--- config.mk ---
export PLATFORM = sky130hd
export DESIGN_NAME = round_robin_timeslice_scheduler
export DESIGN_NICKNAME = d
export VERILOG_FILES = /design/src/design/rrts_pkg.sv /design/src/design/rrts_cell.sv /design/src/design/round_robin_timeslice_scheduler.sv
export SDC_FILE = /design/constraint.sdc
export NUM_CORES = 1
export LEC_CHECK = 0
export ABC_AREA = 1
export BUFFER_PORTS_ARGS = -buffer_cell sky130_fd_sc_hd__buf_2
export CAP_MARGIN = 20
export CORE_MARGIN = 2
export CORE_UTILIZATION = 60
export CTS_CLUSTER_SIZE = 30
export DETAILED_ROUTE_END_ITERATION = 10
export GPL_TIMING_DRIVEN = 0
export HOLD_SLACK_MARGIN = 0.02
export PLACE_DENSITY = 0.75
export REMOVE_ABC_BUFFERS = 1
export SETUP_SLACK_MARGIN = 0.2
export SYNTH_ARGS = -nofsm -noshare
export SYNTH_HDL_FRONTEND = slang
export SYNTH_HIERARCHICAL = 1
export SYNTH_SLANG_ARGS = --single-unit
--- constraint.sdc ---
create_clock -name clk -period 5.9 [get_ports clk]
set_input_delay 0.59 -clock clk [delete_from_list [all_inputs] [get_ports clk]]
set_output_delay 0.59 -clock clk [all_outputs]
set_load 0.02 [all_outputs]
--- src/design/rrts_pkg.sv ---
// Shared types and constants for the round-robin time-slice scheduler.
// Request/response payload structs, operation codes and the cell control bundle.
// No dependencies.
package rrts_pkg;

	localparam int ID_FIELD_W  = 8;
	localparam int ID_W_MAX    = 16;
	localparam int LEN_W_MAX   = 9;
	localparam int SLICE_W     = 32;
	localparam int QCOUNT_W    = 5;
	localparam logic [SLICE_W-1:0] SLICE_RESET = 32'd1000;

	typedef enum logic [1:0] {
		OP_ADD    = 2'd0,
		OP_REMOVE = 2'd1,
		OP_DECIDE = 2'd2,
		OP_TICK   = 2'd3
	} op_t;

	typedef enum logic [1:0] {
		DEC_NONE    = 2'd0,
		DEC_ASSIGN  = 2'd1,
		DEC_PREEMPT = 2'd2
	} decision_t;

	typedef enum logic [1:0] {
		ST_OK        = 2'd0,
		ST_FULL      = 2'd1,
		ST_NOT_FOUND = 2'd2
	} status_t;

	typedef struct packed {
		op_t                   operation;
		logic [ID_FIELD_W-1:0] task_id;
		logic                  running_valid;
		logic [ID_FIELD_W-1:0] running_id;
	} sched_req_t;

	typedef struct packed {
		decision_t             decision;
		logic [ID_FIELD_W-1:0] assign_id;
		logic [ID_FIELD_W-1:0] resign_id;
		logic [SLICE_W-1:0]    time_left;
		logic                  slice_pending;
		logic [QCOUNT_W-1:0]   queue_count;
		status_t               status;
	} sched_rsp_t;

	// control broadcast to every queue cell
	typedef struct packed {
		logic                 en;
		logic                 shift_all;
		logic                 remove;
		logic                 load;
		logic [LEN_W_MAX-1:0] wr_pos;
		logic [LEN_W_MAX-1:0] len;
		logic [ID_W_MAX-1:0]  key;
		logic [ID_W_MAX-1:0]  load_id;
	} cell_ctrl_t;

endpackage

--- src/design/rrts_cell.sv ---
// One entry of the ready queue: holds an id, matches it against a remove key,
// and either loads a new id or takes its right neighbor's id. Uses rrts_pkg.
module rrts_cell import rrts_pkg::*; #(
	parameter int IDX     = 0,
	parameter int ID_BITS = 8,
	parameter int LEN_W   = 5
) (
	input  logic               clk,
	input  cell_ctrl_t         ctrl,
	input  logic [ID_BITS-1:0] next_id,
	input  logic               found_in,
	output logic [ID_BITS-1:0] id,
	output logic               found_out
);

	logic [ID_BITS-1:0] id_q;
	logic               occupied;
	logic               match;
	logic               load_here;

	assign occupied  = LEN_W'(IDX) < ctrl.len[LEN_W-1:0];
	assign match     = ctrl.remove && occupied && (id_q == ctrl.key[ID_BITS-1:0]);
	assign found_out = found_in | match;
	assign load_here = ctrl.load && (ctrl.wr_pos[LEN_W-1:0] == LEN_W'(IDX));
	assign id        = id_q;

	always_ff @(posedge clk) begin
		if (ctrl.en) begin
			if (load_here) begin
				id_q <= ctrl.load_id[ID_BITS-1:0];
			end else if (ctrl.shift_all || found_out) begin
				id_q <= next_id;
			end
		end
	end

endmodule

--- src/design/round_robin_timeslice_scheduler.sv ---
// Round-robin time-slice scheduler: one request is taken per clock cycle while
// req_stall is low, and its response appears in an output register on the next
// cycle. The ready queue is a row of QUEUE_DEPTH cells; add, remove-and-collapse,
// pop and preempt-to-tail all finish as the request is taken, the remove match rippling
// through the cell row. The queue needs no clearing after reset. Built from rrts_cell; uses rrts_pkg.
module round_robin_timeslice_scheduler import rrts_pkg::*; #(
	parameter int QUEUE_DEPTH = 16,
	parameter int ID_BITS     = 8
) (
	input  logic               clk,
	input  logic               arst_n,
	input  logic               req_valid,
	output logic               req_stall,
	input  sched_req_t         req,
	output logic               rsp_valid,
	input  logic               rsp_stall,
	output sched_rsp_t         rsp,
	input  logic               cfg_valid,
	output logic               cfg_ready,
	input  logic [SLICE_W-1:0] cfg_data
);

	localparam int LEN_W = $clog2(QUEUE_DEPTH + 1);

	logic [SLICE_W-1:0] time_slice_q;
	logic [SLICE_W-1:0] slice_q;
	logic [LEN_W-1:0]   len_q;
	logic               rsp_valid_q;
	sched_rsp_t         rsp_q;

	logic               accept;
	logic [ID_W_MAX-1:0] tid_ext;
	logic [ID_W_MAX-1:0] rid_ext;
	logic [ID_W_MAX-1:0] head_ext;
	logic [ID_BITS-1:0] tid;
	logic [ID_BITS-1:0] rid;
	logic               full;
	logic               nonempty;
	logic               expired;
	logic               do_pop;
	logic               preempt;
	logic               do_add;
	logic               found;
	logic [SLICE_W-1:0] slice_d;
	logic [LEN_W-1:0]   len_d;
	sched_rsp_t         rsp_d;
	cell_ctrl_t         ctrl;

	logic [ID_BITS-1:0] ids   [QUEUE_DEPTH];
	logic               chain [QUEUE_DEPTH+1];

	assign accept    = req_valid && !req_stall;
	assign req_stall = rsp_valid_q && rsp_stall;
	assign rsp_valid = rsp_valid_q;
	assign rsp       = rsp_q;
	assign cfg_ready = 1'b1;

	assign tid_ext  = ID_W_MAX'(req.task_id);
	assign rid_ext  = ID_W_MAX'(req.running_id);
	assign tid      = tid_ext[ID_BITS-1:0];
	assign rid      = rid_ext[ID_BITS-1:0];
	assign head_ext = ID_W_MAX'(ids[0]);

	assign full     = len_q == LEN_W'(QUEUE_DEPTH);
	assign nonempty = len_q != '0;
	assign expired  = slice_q == '0;
	assign do_add   = (req.operation == OP_ADD) && !full;
	assign do_pop   = (req.operation == OP_DECIDE) && nonempty &&
	                  (expired || !req.running_valid);
	assign preempt  = do_pop && expired && req.running_valid;
	assign found    = chain[QUEUE_DEPTH];

	always_comb begin
		ctrl           = '0;
		ctrl.en        = accept;
		ctrl.shift_all = do_pop;
		ctrl.remove    = req.operation == OP_REMOVE;
		ctrl.load      = do_add || preempt;
		ctrl.wr_pos    = preempt ? LEN_W_MAX'(len_q - LEN_W'(1)) : LEN_W_MAX'(len_q);
		ctrl.len       = LEN_W_MAX'(len_q);
		ctrl.key       = ID_W_MAX'(tid);
		ctrl.load_id   = preempt ? ID_W_MAX'(rid) : ID_W_MAX'(tid);
	end

	assign chain[0] = 1'b0;

	for (genvar i = 0; i < QUEUE_DEPTH; i++) begin : g_cell
		logic [ID_BITS-1:0] nbr;
		if (i == QUEUE_DEPTH - 1) begin : g_last
			assign nbr = ids[i];
		end else begin : g_mid
			assign nbr = ids[i+1];
		end
		rrts_cell #(
			.IDX     (i),
			.ID_BITS (ID_BITS),
			.LEN_W   (LEN_W)
		) u_cell (
			.clk       (clk),
			.ctrl      (ctrl),
			.next_id   (nbr),
			.found_in  (chain[i]),
			.id        (ids[i]),
			.found_out (chain[i+1])
		);
	end

	always_comb begin
		slice_d = slice_q;
		len_d   = len_q;
		rsp_d   = '0;
		unique case (req.operation)
			OP_ADD: begin
				if (full) begin
					rsp_d.status = ST_FULL;
				end else begin
					len_d = len_q + LEN_W'(1);
				end
			end
			OP_REMOVE: begin
				if (found) begin
					len_d = len_q - LEN_W'(1);
				end else begin
					rsp_d.status = ST_NOT_FOUND;
				end
			end
			OP_DECIDE: begin
				if (do_pop) begin
					slice_d         = time_slice_q;
					rsp_d.assign_id = head_ext[ID_FIELD_W-1:0];
					if (preempt) begin
						rsp_d.decision  = DEC_PREEMPT;
						rsp_d.resign_id = rid_ext[ID_FIELD_W-1:0];
					end else begin
						rsp_d.decision = DEC_ASSIGN;
						len_d          = len_q - LEN_W'(1);
					end
				end
			end
			OP_TICK: begin
				if (!expired) begin
					slice_d = slice_q - SLICE_W'(1);
				end
			end
			default: begin
			end
		endcase
		rsp_d.time_left     = slice_d;
		rsp_d.queue_count   = QCOUNT_W'(len_d);
		rsp_d.slice_pending = (len_d == '0 && !req.running_valid) ? 1'b0 : (slice_d != '0);
	end

	always_ff @(posedge clk or negedge arst_n) begin
		if (!arst_n) begin
			time_slice_q <= SLICE_RESET;
			slice_q      <= '0;
			len_q        <= '0;
			rsp_valid_q  <= 1'b0;
		end else begin
			if (cfg_valid && cfg_ready) begin
				time_slice_q <= cfg_data;
			end
			if (accept) begin
				slice_q     <= slice_d;
				len_q       <= len_d;
				rsp_valid_q <= 1'b1;
			end else if (!rsp_stall) begin
				rsp_valid_q <= 1'b0;
			end
		end
	end

	always_ff @(posedge clk) begin
		if (accept) begin
			rsp_q <= rsp_d;
		end
	end

	a_len_bound: assert property (@(posedge clk) disable iff (!arst_n)
		len_q <= LEN_W'(QUEUE_DEPTH))
		else $error("queue length above depth");

	a_preempt_len: assert property (@(posedge clk) disable iff (!arst_n)
		accept && preempt |=> $stable(len_q))
		else $error("preempt changed queue length");

	a_pop_reload: assert property (@(posedge clk) disable iff (!arst_n)
		accept && do_pop |=> slice_q == $past(time_slice_q))
		else $error("slice not reloaded on assign");

endmodule

Word-level counts from Yosys, hierarchy flattened
Cells that the tools add are included.
- output and inout port bits: 61
- register bits: 256
- memories: 0
- word-level logic and storage cells: 259
- latch bits: 0
- ROM bits: 0
- RAM bits: 0
- eq/ne operators: 36
- $mul: 0
- add/sub/neg operators: 4
- divide/modulo/power cells: 0
- bitwise logic cells: 15
- order comparisons: 16
- shifts and indexed selects: 0
- reduce and logical (&&, ||, !) cells: 115
- mux-type cells: 46
- operator list (cell ; number):
    8-bit 2-to-1 mux ; 31
    8-bit == test ; 16
    32-bit 2-to-1 mux ; 2
    32-bit one-hot mux with 2 select lines ; 1
    1-bit logical AND ; 56
    5-bit by 4-bit == test with 1-bit output, second input constant ; 8
    4-bit by 5-bit < comparator with 1-bit output, first input constant ; 8
    2-bit AND reduction ; 17
    32-bit logical NOT ; 1
    32-bit nonzero test ; 1
    32-bit by 1-bit subtractor with 32-bit output, second input constant ; 1
    2-bit nonzero test ; 15
    5-bit 2-to-1 mux ; 5
    5-bit by 3-bit == test with 1-bit output, second input constant ; 4
    3-bit by 5-bit < comparator with 1-bit output, first input constant ; 4
    1-bit logical OR ; 17
    1-bit bitwise OR ; 15
    5-bit one-hot mux with 3 select lines ; 1
    5-bit by 2-bit == test with 1-bit output, second input constant ; 2
    5-bit logical NOT ; 2
    1-bit by 5-bit < comparator with 1-bit output, first input constant ; 2
    2-bit by 5-bit < comparator with 1-bit output, first input constant ; 2
    5-bit by 1-bit subtractor with 5-bit output, second input constant ; 2
    5-bit by 1-bit adder with 5-bit output, second input constant ; 1
    other kinds (12) ; 18

Logic depth before layout (Yosys ltp)
Gate-level depths: netlist of the first run.
- depth in word-level cells: 22
- gate-level depth with buffers: 47
- mapped depth without buffers: 47

Hierarchy
The synthesis of the first run kept the hierarchy.
- modules (own cells, without submodules) (module ; area an instance (um2) ; instances ; cells an instance):
    round_robin_timeslice_scheduler ; 7372.1 ; 1 ; 949
    rrts_cell at g_cell[10].u_cell ... ; 608.1 ; 2 ; 72
    rrts_cell at g_cell[9].u_cell ; 624.3 ; 1 ; 79
    rrts_cell at g_cell[4].u_cell ; 621.8 ; 1 ; 98
    rrts_cell at g_cell[6].u_cell ; 613.1 ; 1 ; 74
    rrts_cell at g_cell[3].u_cell ; 611.8 ; 1 ; 82
    rrts_cell at g_cell[2].u_cell ; 603.1 ; 1 ; 93
    rrts_cell at g_cell[8].u_cell ; 599.3 ; 1 ; 90
    rrts_cell at g_cell[0].u_cell ; 596.8 ; 1 ; 96
    rrts_cell at g_cell[14].u_cell ; 589.3 ; 1 ; 94
    rrts_cell at g_cell[12].u_cell ; 584.3 ; 1 ; 79
    rrts_cell at g_cell[1].u_cell ; 580.6 ; 1 ; 83
    rrts_cell at g_cell[13].u_cell ; 578.1 ; 1 ; 89
    rrts_cell at g_cell[11].u_cell ; 550.5 ; 1 ; 78
    +2 rows ; n/a ; n/a ; n/a

Worst setup path after synthesis of the first run
Ideal clock, no wire load.
- path type: register to register
- start point: register len_q[2]
- end point: register g_cell[3].u_cell.id_q[0], enable pin
- clock period less this slack: 4.860 ns
- cell stages (with the launch flop): 16
- setup slack: 1.040 ns
- arrival: 4.582 ns
- path buffers: 2
- cell sequence: dfrtp_1 buf_2 nor2_2 nand3_1 nand2_1 inv_2 nand2_4 buf_4 nor2_4 o21ai_0 nand3b_4 nand2_1 inv_1 nand3_1 nand2_1 inv_1
- RTL lines (item ; RTL line ; text):
    from (decl) ; round_robin_timeslice_scheduler.sv:27 ; logic [LEN_W-1:0] len_q;
    from (signal assigned) ; round_robin_timeslice_scheduler.sv:165 ; len_q <= len_d;
    to (signal assigned) ; rrts_cell.sv:30 ; id_q <= ctrl.load_id[ID_BITS-1:0];
    to (signal assigned) ; rrts_cell.sv:32 ; id_q <= next_id;
    to (decl) ; rrts_cell.sv:16 ; logic [ID_BITS-1:0] id_q;

==> flow_results.xml, run 1 <==
<?xml version="1.0" encoding="UTF-8"?>
<metrics>
  <group name="status">
    <metric name="run_status" unit="">completed</metric>
  </group>
  <group name="clocking">
    <metric name="insertion_delay" unit="ns">0.56</metric>
    <metric name="clkSinkCount" unit="">256</metric>
    <metric name="postCtsSetupBuffers" unit="">0</metric>
    <metric name="cts_max_level" unit="">1</metric>
    <metric name="hold_buffers" unit="">1</metric>
    <metric name="cts.reportedPaths.clkPinSlew" unit="ns">0.07</metric>
    <metric name="tritoncts" unit="">done</metric>
    <metric name="cts-resized-gates" unit="">0</metric>
    <metric name="clk_path_buf_depth" unit="">3</metric>
    <metric name="cts-buffers-inserted" unit="">29</metric>
    <metric name="clk_root_buffer_cell" unit="">sky130_fd_sc_hd__clkbuf_16</metric>
  </group>
  <group name="sta">
    <metric name="maxSlewViolCount" unit="">0</metric>
    <metric name="timing.final.crit_share" unit="">0.840</metric>
    <metric name="setup_viol" unit="">0</metric>
    <metric name="rsz_0062_raised_after_global_routing" unit="">no</metric>
    <metric name="slew_headroom" unit="">0.313</metric>
    <metric name="max_clock_freq" unit="GHz">0.202</metric>
    <metric name="worst_slew_pin_slew" unit="ns">1.03</metric>
    <metric name="timing.hold.ws" unit="ns">0.246</metric>
    <metric name="final_critical_period" unit="ns">4.96</metric>
    <metric name="report.final.hold_viol_count" unit="">0</metric>
    <metric name="fin_clk_skew" unit="ns">0.0141</metric>
  </group>
  <group name="drt">
    <metric name="route.detailed.vias_per_inst" unit="">5.30</metric>
    <metric name="drt_pre_antenna_iters" unit="">5</metric>
    <metric name="drt_first_iter_violations" unit="">1161</metric>
    <metric name="via_count" unit="">14817</metric>
    <metric name="wl_per_cell" unit="um">15.5</metric>
    <metric name="wl" unit="um">43300</metric>
    <metric name="drc_errors" unit="">0</metric>
    <metric name="postRouteAntennaNets" unit="">0</metric>
  </group>
  <group name="grt">
    <metric name="grt_pass1_vias" unit="">14012</metric>
    <metric name="antenna_found_initial" unit="">2</metric>
    <metric name="grt_util_all_layers" unit="">0.296</metric>
    <metric name="grt_first_pass_wirelength" unit="um">69000</metric>
    <metric name="grt_start_max_net_pins" unit="">64</metric>
    <metric name="global_route.overflow_total" unit="">0</metric>
  </group>
  <group name="critical_path">
    <metric name="cp_data_arrival_time" unit="ns">5.37</metric>
    <metric name="buffers_plus_inverters_on_the_worst_setup_path" unit="">18</metric>
    <metric name="timing_worst_setup_path_type" unit="">input port to register</metric>
    <metric name="worstSetupEndpointType" unit="">register</metric>
    <metric name="required" unit="ns">6.31</metric>
    <metric name="critical_path.max_fanout" unit="">33</metric>
    <metric name="worst_path_max_delay_cell" unit="">sky130_fd_sc_hd__buf_2</metric>
    <metric name="startpoint_type" unit="">input port</metric>
    <metric name="cp_common_cell" unit="">sky130_fd_sc_hd__nand2_1</metric>
    <metric name="worst_path_dominant_cell_family" unit="">simple AND/OR/NAND/NOR gates</metric>
    <metric name="slowest_delay" unit="ns">0.53</metric>
  </group>
  <group name="place">
    <metric name="post_dp_cell_area" unit="mm2">0.0179</metric>
    <metric name="place.port_buffers" unit="">115</metric>
    <metric name="place.gp.congestion" unit="">0.908</metric>
    <metric name="hpwlAfterDp" unit="um">30500</metric>
  </group>
  <group name="die">
    <metric name="fp.dieW" unit="um">171</metric>
    <metric name="coreArea" unit="mm2">0.0277</metric>
    <metric name="rows" unit="">61</metric>
    <metric name="top_level_ports" unit="">117</metric>
    <metric name="die_area" unit="mm2">0.0294</metric>
    <metric name="overall_die_height" unit="um">171</metric>
    <metric name="floorplan.initialDensity" unit="">0.607</metric>
  </group>
  <group name="pwr">
    <metric name="power.share.sequential" unit="">0.391</metric>
    <metric name="power.share.switching" unit="">0.361</metric>
    <metric name="p_sw" unit="mW">2.25</metric>
    <metric name="p_per_area" unit="mW/mm2">329</metric>
    <metric name="cellLeakagePower" unit="nW">9.81</metric>
    <metric name="p_comb_frac" unit="">0.303</metric>
    <metric name="p_int" unit="mW">3.98</metric>
    <metric name="power.clock.fraction" unit="">0.307</metric>
    <metric name="peakVddDrop" unit="V">0.000263</metric>
  </group>
  <group name="synthesis">
    <metric name="syn-mean-instance-area" unit="um2">7.38</metric>
    <metric name="postSynthCellCount" unit="">2276</metric>
    <metric name="mapped_area" unit="mm2">0.0168</metric>
    <metric name="yosys_warnings" unit="">6</metric>
  </group>
  <group name="flow_run">
    <metric name="maxCapViolCount" unit="">0</metric>
  </group>
  <group name="cells_and_area">
    <metric name="synthToLayoutAreaGrowth" unit="%">12.6</metric>
    <metric name="final_layout_size_suffix_gt1_frac" unit="">0.151</metric>
    <metric name="finish.instance_area" unit="mm2">0.0189</metric>
    <metric name="nNetsFinal" unit="">2456</metric>
    <metric name="n_fill_cell" unit="">2300</metric>
  </group>
  <group name="min_path">
    <metric name="min_path_type" unit="">input port to register</metric>
  </group>
</metrics>
-- tightest hold or removal path, cell delays in order --
cell and delay (ns):
sky130_fd_sc_hd__buf_2 0.08, sky130_fd_sc_hd__nand2_1 0.04, sky130_fd_sc_hd__o21ai_0 0.06
-- final timing paths --
| path | slack, ns | end | startpoint | depth (start not counted) |
|---|---|---|---|---|
| min reg2reg | 0.48 | rsp_valid | rsp_valid | 2 |
| max | 0.94 | rsp[7] | req[18] | 46 |
| min in group asynchronous | 0.53 | rsp_valid | arst_n | 2 |
| max in group asynchronous | 4.73 | time_slice_q[6] | arst_n | 3 |
| min | 0.25 | time_slice_q[0] | cfg_data[0] | 3 |
| max reg2reg | 0.99 | rsp[7] | len_q[4] | 43 |
-- power groups by stage --
| stage | registers, mW | logic (mW) | clock network, mW |
|---|---|---|---|
| after CTS | 2.43 | 1.87 | 1.93 |
| final | 2.43 | 1.88 | 1.91 |
| after detailed placement | 2.46 | 1.85 | 0 |
| after global routing | 2.46 | 2.12 | 2.00 |
| after floorplan | 2.46 | 1.31 | 0 |
| after global placement | 2.46 | 1.77 | 0 |
-- layer usage --
layer | global-route usage | up-vias | wire length (um)
met1 | 0.378 | 6870 | 18200
met3 | 0.0428 | 102 | 3030
met5 | 0 | - | 0
li1 | - | 7280 | -
met4 | 0.113 | 0 | 1310
met2 | 0.510 | 565 | 20800
-- through the flow --
stage | cells | util | power (mW) | TNS [ns] | worst slack, ns
after floorplan | 2235 | - | 3.77 | -89.09 | -0.546
after global placement | 2728 | 0.636 | 4.23 | -758.88 | -3.54
after detailed placement | 2740 | 0.645 | 4.31 | -0.00785 | -0.00131
after CTS | 2794 | 0.682 | 6.22 | 0 | 0.525
after global routing | 2797 | 0.683 | 6.57 | 0 | 0.400
final | 2797 | 0.683 | 6.23 | 0 | 0.943
-- state kept, by name, summed over array words and instances (netlist names) --
name / cells
rsp: 58
g_cell.u_cell/id: 128
rsp_valid: 1
time_slice_q: 32
slice_q: 32
len_q: 5
-- cell type report --
type / count / area, um2 / area share
Antenna cell: 2 / 5.00 / 0.000265
Clock buffer: 46 / 942 / 0.0498
Clock inverter: 7 / 85.1 / 0.00450
Inverter: 432 / 1620 / 0.0858
Multi-Input combinational cell: 1547 / 7650 / 0.404
Sequential cell: 256 / 7340 / 0.388
Tap cell: 378 / 473 / 0.0250
Timing Repair Buffer: 129 / 796 / 0.0421
-- layout by cell type, fill, tap and decap left out, types with 7 or more instances in the layout --
cell / instances
sky130_fd_sc_hd__inv_1: 413
sky130_fd_sc_hd__buf_8: 7
sky130_fd_sc_hd__nand4_1: 16
sky130_fd_sc_hd__mux2_4: 32
sky130_fd_sc_hd__nand2_4: 8
sky130_fd_sc_hd__nor3_1: 10
sky130_fd_sc_hd__o21ai_0: 83
sky130_fd_sc_hd__mux2_2: 9
sky130_fd_sc_hd__nor2_1: 202
sky130_fd_sc_hd__o21ai_2: 23
sky130_fd_sc_hd__xor2_1: 23
sky130_fd_sc_hd__edfxtp_1: 186
sky130_fd_sc_hd__nor2_2: 29
sky130_fd_sc_hd__nor2_4: 10
sky130_fd_sc_hd__clkbuf_8: 11
sky130_fd_sc_hd__nand2_2: 18
sky130_fd_sc_hd__clkbuf_16: 31
sky130_fd_sc_hd__buf_2: 114
sky130_fd_sc_hd__a21oi_1: 19
sky130_fd_sc_hd__inv_2: 16
sky130_fd_sc_hd__nand3_2: 16
sky130_fd_sc_hd__xnor2_1: 20
sky130_fd_sc_hd__nand2_1: 834
sky130_fd_sc_hd__nand3_1: 139
sky130_fd_sc_hd__dfrtp_1: 64
Power figures use the tool's default switching activity.
==> run 2: changes to the inputs <==
CORE_UTILIZATION = 56   (was 60)
PLACE_DENSITY = 0.74   (was 0.75)
clock period = 4.25 ns   (was 5.9 ns; I/O delays follow)
==> flow_results.xml, run 2 (synthesis gave the netlist of run 1 again) <==
<?xml version="1.0" encoding="UTF-8"?>
<metrics>
  <group name="place">
    <metric name="place_ws" unit="ns">-1.55</metric>
    <metric name="place.gp.congestion" unit="">0.912</metric>
    <metric name="post-place-cells" unit="">2752</metric>
    <metric name="hpwlAfterDp" unit="um">30400</metric>
    <metric name="place.port_buffers" unit="">115</metric>
  </group>
  <group name="sta">
    <metric name="fin_clk_skew" unit="ns">0.0190</metric>
    <metric name="final_critical_path_setup_slack" unit="ns">0.240</metric>
    <metric name="final_critical_period" unit="ns">4.01</metric>
    <metric name="timing.hold.ws" unit="ns">0.0777</metric>
    <metric name="rsz_0062_raised_after_global_routing" unit="">yes</metric>
    <metric name="timing.final.crit_share" unit="">0.943</metric>
    <metric name="maxSlewViolCount" unit="">0</metric>
    <metric name="max_clock_freq" unit="GHz">0.249</metric>
    <metric name="slew_headroom" unit="">0.264</metric>
    <metric name="setup_viol" unit="">0</metric>
    <metric name="report.final.hold_viol_count" unit="">0</metric>
    <metric name="worst_slew_pin_slew" unit="ns">1.10</metric>
  </group>
  <group name="critical_path">
    <metric name="worst_path_max_delay_cell" unit="">sky130_fd_sc_hd__dfrtp_4</metric>
    <metric name="required" unit="ns">4.67</metric>
    <metric name="cp_common_cell" unit="">sky130_fd_sc_hd__inv_2</metric>
    <metric name="critical_path.max_fanout" unit="">4</metric>
    <metric name="cp_data_arrival_time" unit="ns">4.43</metric>
    <metric name="worstSetupEndpointType" unit="">register</metric>
    <metric name="timing_worst_setup_path_type" unit="">register to register</metric>
    <metric name="startpoint_type" unit="">register</metric>
    <metric name="worst-r2r-setup-slack" unit="ns">0.24</metric>
    <metric name="r2r-start" unit="">len_q[4]</metric>
    <metric name="slowest_delay" unit="ns">0.48</metric>
    <metric name="worstRegToRegCells" unit="">44</metric>
    <metric name="timing.rr.end" unit="">rsp[7]</metric>
  </group>
  <group name="die">
    <metric name="fp.dieW" unit="um">177</metric>
    <metric name="rows" unit="">63</metric>
    <metric name="coreArea" unit="mm2">0.0296</metric>
    <metric name="floorplan.initialDensity" unit="">0.569</metric>
    <metric name="die_area" unit="mm2">0.0314</metric>
    <metric name="top_level_ports" unit="">117</metric>
    <metric name="overall_die_height" unit="um">177</metric>
  </group>
  <group name="flow_run">
    <metric name="maxCapViolCount" unit="">0</metric>
  </group>
  <group name="clocking">
    <metric name="clk_path_buf_depth" unit="">3</metric>
    <metric name="insertion_delay" unit="ns">0.56</metric>
    <metric name="cts.reportedPaths.clkPinSlew" unit="ns">0.06</metric>
    <metric name="cts_max_level" unit="">1</metric>
    <metric name="clkSinkCount" unit="">256</metric>
    <metric name="tritoncts" unit="">done</metric>
    <metric name="clk_root_buffer_cell" unit="">sky130_fd_sc_hd__clkbuf_16</metric>
    <metric name="cts-buffers-inserted" unit="">28</metric>
  </group>
  <group name="pwr">
    <metric name="cellLeakagePower" unit="nW">9.98</metric>
    <metric name="peakVddDrop" unit="V">0.000263</metric>
    <metric name="p_per_area" unit="mW/mm2">449</metric>
    <metric name="totalPowerFinal" unit="mW">8.72</metric>
  </group>
  <group name="drt">
    <metric name="wl" unit="um">45100</metric>
    <metric name="wl_met3" unit="um">3030</metric>
    <metric name="via_count" unit="">15150</metric>
    <metric name="wl_met1" unit="um">18700</metric>
    <metric name="drt_first_iter_violations" unit="">1354</metric>
    <metric name="drt_pre_antenna_iters" unit="">7</metric>
    <metric name="route.detailed.vias_per_inst" unit="">5.31</metric>
    <metric name="drc_errors" unit="">0</metric>
    <metric name="wl_per_cell" unit="um">15.8</metric>
    <metric name="postRouteAntennaNets" unit="">0</metric>
    <metric name="route.top_layer_used" unit="">met4</metric>
    <metric name="met2_wirelength" unit="um">21800</metric>
  </group>
  <group name="cells_and_area">
    <metric name="mostFrequentLayoutCell" unit="">sky130_fd_sc_hd__nand2_1</metric>
    <metric name="n_fill_cell" unit="">2498</metric>
    <metric name="final_layout_size_suffix_gt1_frac" unit="">0.190</metric>
    <metric name="synthToLayoutAreaGrowth" unit="%">15.6</metric>
    <metric name="layout.area.seq" unit="mm2">0.00736</metric>
    <metric name="nNetsFinal" unit="">2505</metric>
    <metric name="mostFrequentLayoutCells" unit="">sky130_fd_sc_hd__nand2_1, sky130_fd_sc_hd__inv_1, sky130_fd_sc_hd__nor2_1</metric>
    <metric name="instances_no_fill" unit="">2855</metric>
    <metric name="largest_register_ff_count" unit="">128</metric>
    <metric name="multiInputGateArea" unit="mm2">0.00783</metric>
  </group>
  <group name="min_path">
    <metric name="min_from" unit="">cfg_data[12]</metric>
    <metric name="whs_path_depth" unit="">3</metric>
    <metric name="min_path_type" unit="">input port to register</metric>
    <metric name="hold_path_end" unit="">time_slice_q[12]</metric>
  </group>
  <group name="grt">
    <metric name="grt_util_all_layers" unit="">0.287</metric>
    <metric name="antenna_found_initial" unit="">1</metric>
    <metric name="global_route.overflow_total" unit="">0</metric>
    <metric name="grt_pass1_vias" unit="">14622</metric>
    <metric name="grt_first_pass_wirelength" unit="um">72200</metric>
    <metric name="grt_start_max_net_pins" unit="">64</metric>
  </group>
  <group name="status">
    <metric name="run_status" unit="">completed</metric>
  </group>
</metrics>
==> run 2: cell types whose count changed in the layout (fill, tap and decap cells not counted), sizes merged <==
| cell | previous run | this run |
|---|---|---|
| bufinv | 2 | 3 |
| clkinv | 7 | 12 |
| nor2 | 242 | 243 |
| inv | 430 | 426 |
| clkbuf | 46 | 41 |
| diode | 2 | 1 |
| clkinvlp | 0 | 3 |
| buf | 128 | 174 |
==> run 2: worst max path at each step <==
| stage | start | to | slack (ns) |
|---|---|---|---|
| 4_1_cts | len_q[3] | rsp[7] | 0.20 |
| 3_5_place_dp | req[18] | g_cell[12].u_cell/id[1] | -1.55 |
| 5_1_grt | len_q[2] | rsp[7] | -0.03 |
| 6_report | len_q[4] | rsp[7] | 0.24 |
| 2_1_floorplan | rsp_valid | len_q[2] | -2.08 |
| 3_3_place_gp | rsp_stall | len_q[2] | -5.12 |
==> run 2: critical path: cells and delay by family (launching register included) <==
| family | cells | cell delay [ns] |
|---|---|---|
| simple gates | 26 | 1.87 |
| compound gates | 2 | 0.46 |
| flops | 1 | 0.48 |
| buf+inv | 16 | 1.08 |
==> run 2: layout make-up <==
class,instances,area share
well taps,390,0.0251
flip-flops and latches,256,0.379
multi-input cells,1548,0.403
inverters,432,0.0841
clock buffers,38,0.0407
clock inverters,12,0.00663
diodes,1,0.000129
repair buffers,178,0.0610
==> run 2: metrics by stage <==
step | instance area (um2) | utilization | setup TNS, ns
final | 19400 | 0.657 | 0
after global routing | 19400 | 0.657 | -0.0347
after CTS | 19200 | 0.649 | 0
after detailed placement | 17900 | 0.605 | -320.65
after global placement | 17600 | 0.597 | -1324.87
after floorplan | 16600 | - | -461.03
==> run 2: where the power goes <==
part	leakage [nW]	switching (mW)	internal, mW	total (mW)
clock	0.451	1.01	1.47	2.48
combinational	6.91	1.94	0.981	2.93
sequential	2.62	0.254	3.06	3.31
==> run 2: repair_timing <==
| action | 4_1_cts | 5_1_grt |
|---|---|---|
| hold endpoints to repair | 29 | 0 |
| hold buffers | 1 | 0 |
| endpoints found under the setup margin | 267 | 108 |
| pin swaps | 18 | 22 |
| gates resized for setup | 46 | 42 |
| cloned | 1 | 0 |
| buffers inserted | 33 | 17 |
==> run 2: metal layers <==
metal,GRT usage,vias up
li1,-,7371
met4,0.114,0
met5,0,-
met3,0.0305,106
met1,0.369,7085
met2,0.496,588
